[src/rtl/core/mtbg_pkg.sv]
package mtbg_pkg;

  localparam int WORD_W = 32;
  localparam int BYTE_W = 8;

  localparam int DEF_STATE_WORDS = 351;
  localparam int DEF_MIDDLE_OFFSET = 175;

  localparam int SPLIT_BIT = 19;
  localparam logic [WORD_W-1:0] LOW_PART_MASK = WORD_W'((64'd1 << SPLIT_BIT) - 64'd1);
  localparam logic [WORD_W-1:0] HIGH_PART_MASK = ~LOW_PART_MASK;

  localparam logic [WORD_W-1:0] TWIST_MATRIX = 32'hE4BD75F5;
  localparam logic [WORD_W-1:0] TEMPER_B = 32'h655E5280;
  localparam logic [WORD_W-1:0] TEMPER_C = 32'hFFD58000;
  localparam logic [WORD_W-1:0] SEED_MULT = 32'd29943829;

  localparam int TEMPER_U = 11;
  localparam int TEMPER_S = 7;
  localparam int TEMPER_T = 15;
  localparam int TEMPER_L = 17;

  typedef enum logic [0:0] {
    OP_DRAW = 1'b0,
    OP_RESEED = 1'b1
  } op_t;

  typedef enum logic [2:0] {
    S_IDLE = 3'b001,
    S_DRAW = 3'b010,
    S_SEED = 3'b100
  } state_t;

endpackage

[src/rtl/core/mtbg_twist.sv]
module mtbg_twist import mtbg_pkg::*; (
  input  logic [WORD_W-1:0] hi_src,
  input  logic [WORD_W-1:0] lo_src,
  input  logic [WORD_W-1:0] mid,
  output logic [WORD_W-1:0] new_word,
  output logic [WORD_W-1:0] tempered
);

  logic [WORD_W-1:0] y;
  logic [WORD_W-1:0] t1;
  logic [WORD_W-1:0] t2;
  logic [WORD_W-1:0] t3;

  always_comb begin
    y = (hi_src & HIGH_PART_MASK) | (lo_src & LOW_PART_MASK);
    new_word = mid ^ (y >> 1) ^ (y[0] ? TWIST_MATRIX : '0);
    t1 = new_word ^ (new_word >> TEMPER_U);
    t2 = t1 ^ ((t1 << TEMPER_S) & TEMPER_B);
    t3 = t2 ^ ((t2 << TEMPER_T) & TEMPER_C);
    tempered = t3 ^ (t3 >> TEMPER_L);
  end

endmodule

[config.mk]
export PLATFORM = sky130hd
export DESIGN_NAME = mtbg_twist
export DESIGN_NICKNAME = d
export VERILOG_FILES = /design/src/rtl/core/mtbg_pkg.sv /design/src/rtl/core/mtbg_twist.sv
export SDC_FILE = /design/constraint.sdc
export NUM_CORES = 1
export LEC_CHECK = 0
export BUFFER_PORTS_ARGS = -buffer_cell sky130_fd_sc_hd__buf_2
export CAP_MARGIN = 10
export CORE_MARGIN = 4
export CORE_UTILIZATION = 34
export DETAILED_ROUTE_END_ITERATION = 10
export PLACE_DENSITY = 0.84
export SETUP_SLACK_MARGIN = 0.4
export SYNTH_ARGS = -nofsm -noshare
export SYNTH_HDL_FRONTEND = slang
export SYNTH_SLANG_ARGS = --single-unit
[constraint.sdc]
create_clock -name vclk -period 1.7
set_clock_uncertainty 0.2 [all_clocks]
set_input_delay 0 -clock vclk [all_inputs]
set_output_delay 0 -clock vclk [all_outputs]
set_load 0.02 [all_outputs]
==> results of run 1 <==
stage by stage:
step	utilization [%]	hold WS (ns)
after floorplan	-	-0.131
after global placement	72.9	0.124
after detailed placement	72.9	0.125
after CTS	92.0	0.121
kinds of logic after synthesis:
| group | after synthesis | share of synthesized area (%) |
|---|---|---|
| xor+xnor | 111 | 96.8 |
| buf+inv | 9 | 3.20 |
Yosys cell counts:
cell and number:
xnor2_2 5, xor2_1 21, xnor2_1 67, buf_4 2, xor3_2 1, buf_1 1
xnor3_1 15, xor2_2 2, inv_1 6
timing repair:
action | in CTS
endpoints found under the setup margin | 27
pin swaps | 31
resized for setup | 112
setup buffers | 19
hold endpoints to repair | 0
cloned | 0
==> impl_metrics.toml, run 1 <==
[placement]
placed_cell_area_mm2 = 0.00267
pre_cts_ws_ns = -0.0378
dpl.cell_count = 325
hpwl_mm = 4.27
port_buffers = 128
gp_congestion = 0.910

[logic_synthesis]
syn-num-nets = 216
yosys_warnings = 0
synth_top_area_share_pct = 45.5
synth_area_mm2 = 0.00129
ys_seq_area_share_pct = 0
syn_avg_cell_area_um2 = 10.7
yosys-top-cells-area = "xnor2_1 46%, xnor3_1 26%, xor2_1 14%, xnor2_2 6.3%, xor2_2 2.5%"
yosys.cell_types.count = 9
synth_area_leader_cell = "xnor2_1"
synthCells = 120

[floorplanning]
io_pins = 160
start_util_pct = 35.2
die_y_um = 69.6
num_rows = 22
fp.dieW_um = 69.6

[sta]
worst-ep-kind = "output port"
worst_endpoint = "tempered[7]"

[status]
haltStage = "global routing"
tool.error = "[ERROR DPL-0038] Utilization greater than 100%, impossible to legalize"
status = "stopped before the end"

[clock_network]
hold_buffers = 0

[global_routing]
grt_max_degree = 9
==> run 2, diff against run 1 <==
Settings changed: PLACE_DENSITY 0.84 to unset, PLACE_DENSITY_LB_ADDON set to 0.15, SETUP_SLACK_MARGIN 0.4 to unset.
==> run 2 against run 1 <==
Area after synthesis unchanged. The run now ends clean. Synthesized cell count unchanged.
==> impl_metrics.toml, run 2 <==
[sta]
slew_viol_final = 0
slew_headroom_pct = 67.5
setup_viol = 0
timing.fmax_ghz = 0.597
finalCritPeriodShare_pct = 98.5
rsz0062_at_grt = "true"
finalHoldViolCount = 0
finalCriticalPeriod_ns = 1.67
hold_ws_ns = 0.116
tightest_slew_ns = 0.484
setup_slack_ns = 0.0255

[floorplanning]
start_util_pct = 35.2
die_y_um = 69.6
num_rows = 22
die_area_mm2 = 0.00484
core_area_mm2 = 0.00366
fp.dieW_um = 69.6
io_pins = 160

[pwr]
p_per_area_mw_per_mm2 = 1240
peakVddDrop_v = 0.000726
totalPowerFinal_mw = 3.01
switchingPower_mw = 1.61
p_int_mw = 1.41
p_seq_share_pct = 0
swShare_pct = 53.3
power_frac_clock_pct = 0
combPwrFrac_pct = 100.0
leakage_nw = 1.30

[global_routing]
grt_usage_pct = 15.6
grt_max_degree = 13
overflow = 0
antenna_found_initial = 0
grt_pass1_wl_mm = 6.42
grt_pass1_vias = 1482

[cells_and_area]
nNetsFinal = 371
area_growth_pct = 88.2
final_cell_mix = "125 x buf_2, 52 x xnor2_1, 28 x buf_4"
drive_above_1_share_pct = 69.6
nClkBuffers = 0
final_cell_area_mm2 = 0.00242
final_common_cell = "buf_2"
fillers = 322
ff_latch_area_um2 = 0
final_core_util_pct = 66.2
diodes = 0
nFlopsAndLatches = 0

[logic_synthesis]
yosys.cell_types.count = 9
synthCells = 120
syn_avg_cell_area_um2 = 10.7
synth_most_common_cell = "xnor2_1"
ys_seq_area_share_pct = 0
syn-num-nets = 216
synth_common_cells = "67 x xnor2_1, 21 x xor2_1, 15 x xnor3_1, 6 x inv_1, 5 x xnor2_2"
yosys_warnings = 0
yosys-top-cells-area = "xnor2_1 46%, xnor3_1 26%, xor2_1 14%, xnor2_2 6.3%, xor2_2 2.5%"
synth_area_leader_cell = "xnor2_1"
synth_top_area_share_pct = 45.5
synth_area_mm2 = 0.00129

[critical_path]
crit_path_start_kind = "input pin"
worstPathCellList = "buf_2 > xnor2_2 > xor3_2 > xnor3_2 > xnor2_4 > buf_6"
slowest_stage = "xor3_2"
worstPathRequired_ns = 1.50
critical-path-max-stage-delay_ns = 0.47
cp-end-kind = "primary output"
worstSetupPathType = "input pin to primary output"
crit_path_max_fanout = 2
critPathArrivalTime_ns = 1.47

[status]
status = "finished clean"

[min_path]
min_to = "new_word[9]"
holdPathStages = 3
hp-start = "mid[9]"
hp-class = "input pin to primary output"

[placement]
pre_cts_ws_ns = -0.0874
port_buffers = 128
placed_cell_area_mm2 = 0.00228
gp_congestion = 0.755
hpwl_mm = 3.57

[route]
vias = 1348
drt_iter0_markers = 9
totalWireLength_mm = 3.88
vias_per_cell = 4.20
drc_errors = 0
first_pass_iters = 3
post_drt_wl_per_cell_um = 12.1
final_antenna_net_count = 0

[flow_run]
cap_violations = 0

[clock_network]
hold_buffers = 0
## run 2: worst max-delay path by stage
| stage | from | end | slack, ns | cells after the start |
|---|---|---|---|---|
| 2_1_floorplan | lo_src[10] | tempered[7] | -0.07 | 4 |
| 3_3_place_gp | lo_src[0] | tempered[5] | -0.1 | 6 |
| 3_5_place_dp | lo_src[0] | tempered[5] | -0.09 | 6 |
| 4_1_cts | lo_src[17] | tempered[3] | 0.00009 | 6 |
| 5_1_grt | mid[7] | tempered[12] | -0.02 | 6 |
| 6_report | mid[7] | tempered[12] | 0.03 | 6 |
## run 2: kinds of logic after synthesis
| logic type | synth area share, % |
|---|---|
| xor+xnor | 96.8 |
| buf+inv | 3.20 |
## run 2: what timing repair did
item | in CTS | in global routing
setup endpoints to repair | 7 | 7
pin swaps | 2 | 10
buffers inserted | 0 | 0
resized for setup | 6 | 18
## run 2: layout make-up
class	instances	area, um^2	share of cell area (%)
inverters	6	22.5	0.929
repair buffers	156	870	35.9
well taps	48	60.1	2.48
multi-input cells	111	1470	60.7
## run 2: worst max-delay path: cells and delay by family
family | cells | cell delay, ns
xor gates and xnor gates | 4 | 1.23
buffers and inverters | 2 | 0.24
## run 2: stage by stage
stage,instances,setup TNS (ns)
after CTS,321,0
after global placement,321,-0.295
after global routing,321,-0.0244
after detailed placement,321,-0.329
after floorplan,120,-0.128
final,321,0
## run 2: power by group through the flow
stage | sequential [mW] | combinational [mW] | clock [mW]
2_1_floorplan | 0 | 1.99 | 0
3_3_place_gp | 0 | 2.90 | 0
3_5_place_dp | 0 | 2.92 | 0
4_1_cts | 0 | 2.94 | 0
5_1_grt | 0 | 3.21 | 0
6_report | 0 | 3.01 | 0
## run 2: per-layer routing
metal / vias to the layer above / routed length, um / track usage [%]
met1: 602 / 1420 / 17.8
met5: - / 0 / 0
met4: 0 / 0 / 0
li1: 675 / - / -
met2: 71 / 2040 / 30.8
met3: 0 / 419 / 3.91
Note: power is estimated with default switching activity, not from simulation.
==> run 3, diff against run 2 <==
Settings changed: CORE_UTILIZATION 34 to 31.
Clock period 1.7 ns to 1.5 ns, I/O delays scaled along.
==> run 3 against run 2 <==
The run now ends with negative setup slack left. Die area is 8.5% higher. Power is 49% higher. Global-route usage rose by 1.3 points. Non-clock buffer count grew 31. Clock-buffer cell count stayed put. Via count increased by 7.9%. Combinational power is 49% higher. Worst hold slack worse by 0.0072 ns. First-iteration DRC count increased by 67%. Routed wire length is 22% higher. Design area up 34%. Critical endpoint is now tempered[3]. Largest power group unchanged.
==> impl_metrics.toml, run 3 (synthesized netlist as in run 2, its figures left out) <==
[route]
vias_per_cell = 4.11
met2_length_mm = 2.60
maxUsedRoutingLayer = "met3"
routed-wl-met3_um = 413
drt_iter0_markers = 15
vias = 1455
met1_length_mm = 1.71
first_pass_iters = 4
post_drt_wl_per_cell_um = 13.3
drc_errors = 0
totalWireLength_mm = 4.72
final_antenna_net_count = 0

[critical_path]
crit_path_frequent_cell = "buf_6"
crit_path_max_fanout = 3
worstSetupPathType = "input pin to primary output"
worstPathRequired_ns = 1.30
cp-end-kind = "primary output"
critPathArrivalTime_ns = 1.45
slowest_stage = "xnor3_2"
crit_path_start_kind = "input pin"
critical-path-max-stage-delay_ns = 0.47
worstPathCellList = "buf_6 > xnor3_2 > xnor2_2 > buf_4 > xnor3_1 > buf_6"

[sta]
rsz0062_at_grt = "true"
timing.fmax_ghz = 0.608
setup_slack_ns = -0.145
slew_viol_final = 0
tightest_slew_ns = 0.415
finalHoldViolCount = 0
finalCritPeriodShare_pct = 110
slew_headroom_pct = 72.2
setup_viol = 9
finalCriticalPeriod_ns = 1.65
fin_tns_setup_ns = -0.741

[cells_and_area]
final_cell_area_mm2 = 0.00324
drive_above_1_share_pct = 81.6
final_core_util_pct = 81.1
final_cells = 354
nClkBuffers = 0
final_cell_mix = "94 x buf_2, 53 x buf_4, 36 x xnor2_1"
nNetsFinal = 402
fillers = 245
final_common_cell = "buf_2"
area_growth_pct = 152
diodes = 0
ff_latch_area_um2 = 0
nFlopsAndLatches = 0

[placement]
placed_cell_area_mm2 = 0.00259
gp_congestion = 0.835
port_buffers = 128
hpwl_mm = 3.79
dpl.cell_count = 341

[clock_network]
hold_buffers = 0

[floorplanning]
io_pins = 160
die_y_um = 72.5
die_area_mm2 = 0.00525
num_rows = 23
start_util_pct = 32.2
fp.dieW_um = 72.5
core_area_mm2 = 0.00400

[pwr]
p_per_area_mw_per_mm2 = 1380
leakage_nw = 1.66
peakVddDrop_v = 0.00104

[global_routing]
antenna_found_initial = 0
grt_usage_pct = 16.9
grt_max_degree = 10
overflow = 0
grt_pass1_vias = 1494
grt_pass1_wl_mm = 7.11

[flow_run]
cap_violations = 0

[status]
failed_checks = "negative setup slack"
status = "finished, violations left"

[min_path]
hp-class = "input pin to primary output"
[run 3: cell count changes in the layout (fill, tap and decap cells not counted), sizes merged]
cell	previous run	this run
buf	156	187
[run 3: path summary, 6_finish.rpt]
check               start          end  slack (ns)  cells past startpoint
hold / removal     mid[9]  new_word[9]        0.11                      3
setup / recovery  mid[14]  tempered[3]       -0.15                      6
[run 3: timing repair]
item	4_1_cts	5_1_grt
endpoints found under the setup margin	20	19
cloned	0	0
pin swaps	18	20
resized for setup	63	43
buffers inserted	10	4
[run 3: routing by layer]
metal  vias up  global-route usage [%]
li1        724                       -
met1       671                    20.8
met5         -                       0
met4         0                       0
met3         0                    2.91
met2        60                    32.6
[run 3: cell type report]
class	instances	area (um^2)	area share, %
multi-input combinational	111	1810	55.8
tap	50	62.6	1.93
timing repair buffer	187	1350	41.6
inverter	6	22.5	0.694
[run 3: power by group]
part | internal [mW] | switching (mW)
clock network | 0 | 0
logic | 2.37 | 2.10
registers | 0 | 0
total | 2.37 | 2.10
[run 3: through the flow]
step / hold WS, ns / power [mW] / setup slack [ns]
after floorplan: -0.121 / 2.43 / -0.0732
after global placement: 0.112 / 3.63 / -0.206
after detailed placement: 0.114 / 3.64 / -0.221
after CTS: 0.115 / 4.19 / -0.136
after global routing: 0.127 / 4.72 / -0.179
final: 0.109 / 4.48 / -0.145
[run 3: worst max-delay path: cells and delay by family]
kind,cells,cell delay (ns)
buf+inv,3,0.37
xor+xnor,3,1.08
==> run 4, diff against run 3 <==
--- a/config.mk
+++ b/config.mk
@@ -10,3 +10,3 @@
 export CORE_MARGIN = 4
-export CORE_UTILIZATION = 31
+export CORE_UTILIZATION = 34
 export DETAILED_ROUTE_END_ITERATION = 10
==> constraint.sdc (replaced) <==
create_clock -name vclk -period 1.7
set_clock_uncertainty 0.2 [all_clocks]
set_input_delay 0.255 -clock vclk [all_inputs]
set_output_delay 0.255 -clock vclk [all_outputs]
set_load 0.02 [all_outputs]
==> run 4 against run 3 <==
The flow now stops in clock tree synthesis. Area after synthesis stayed put. Synthesized cell count stayed put.
==> impl_metrics.toml, run 4 <==
[clock_network]
hold_buffers = 0
postCtsSetupBuffers = 15
cts_resized = 125

[logic_synthesis]
syn_avg_cell_area_um2 = 10.7
synthCells = 120
syn-num-nets = 216
synth_area_leader_cell = "xnor2_1"
yosys_warnings = 0
synth_top_area_share_pct = 45.5
synth_common_cells = "67 x xnor2_1, 21 x xor2_1, 15 x xnor3_1, 6 x inv_1, 5 x xnor2_2"
synth_most_common_cell = "xnor2_1"
synth_area_mm2 = 0.00129
ys_seq_area_share_pct = 0
yosys.cell_types.count = 9
yosys-top-cells-area = "xnor2_1 46%, xnor3_1 26%, xor2_1 14%, xnor2_2 6.3%, xor2_2 2.5%"

[status]
tool.error = "[ERROR DPL-0033] detailed placement checks failed during check placement."
status = "stopped before the end"
haltStage = "clock tree synthesis"

[placement]
hpwl_mm = 4.02
port_buffers = 128
dpl.cell_count = 338
gp_congestion = 0.772

[floorplanning]
die_y_um = 69.6
io_pins = 160
num_rows = 22
fp.dieW_um = 69.6
start_util_pct = 35.2
==> run 4: logic make-up after synthesis <==
logic type	share of synthesized area, %
xor gates and xnor gates	96.8
buffers and inverters	3.20
==> run 4: through the flow <==
step                setup WS, ns  cell area, um^2  hold WS, ns  utilization, %
detailed placement        -0.541             2900        0.645            79.2
global placement          -0.517             2900        0.650            79.2
floorplan                 -0.364             1880        0.379               -
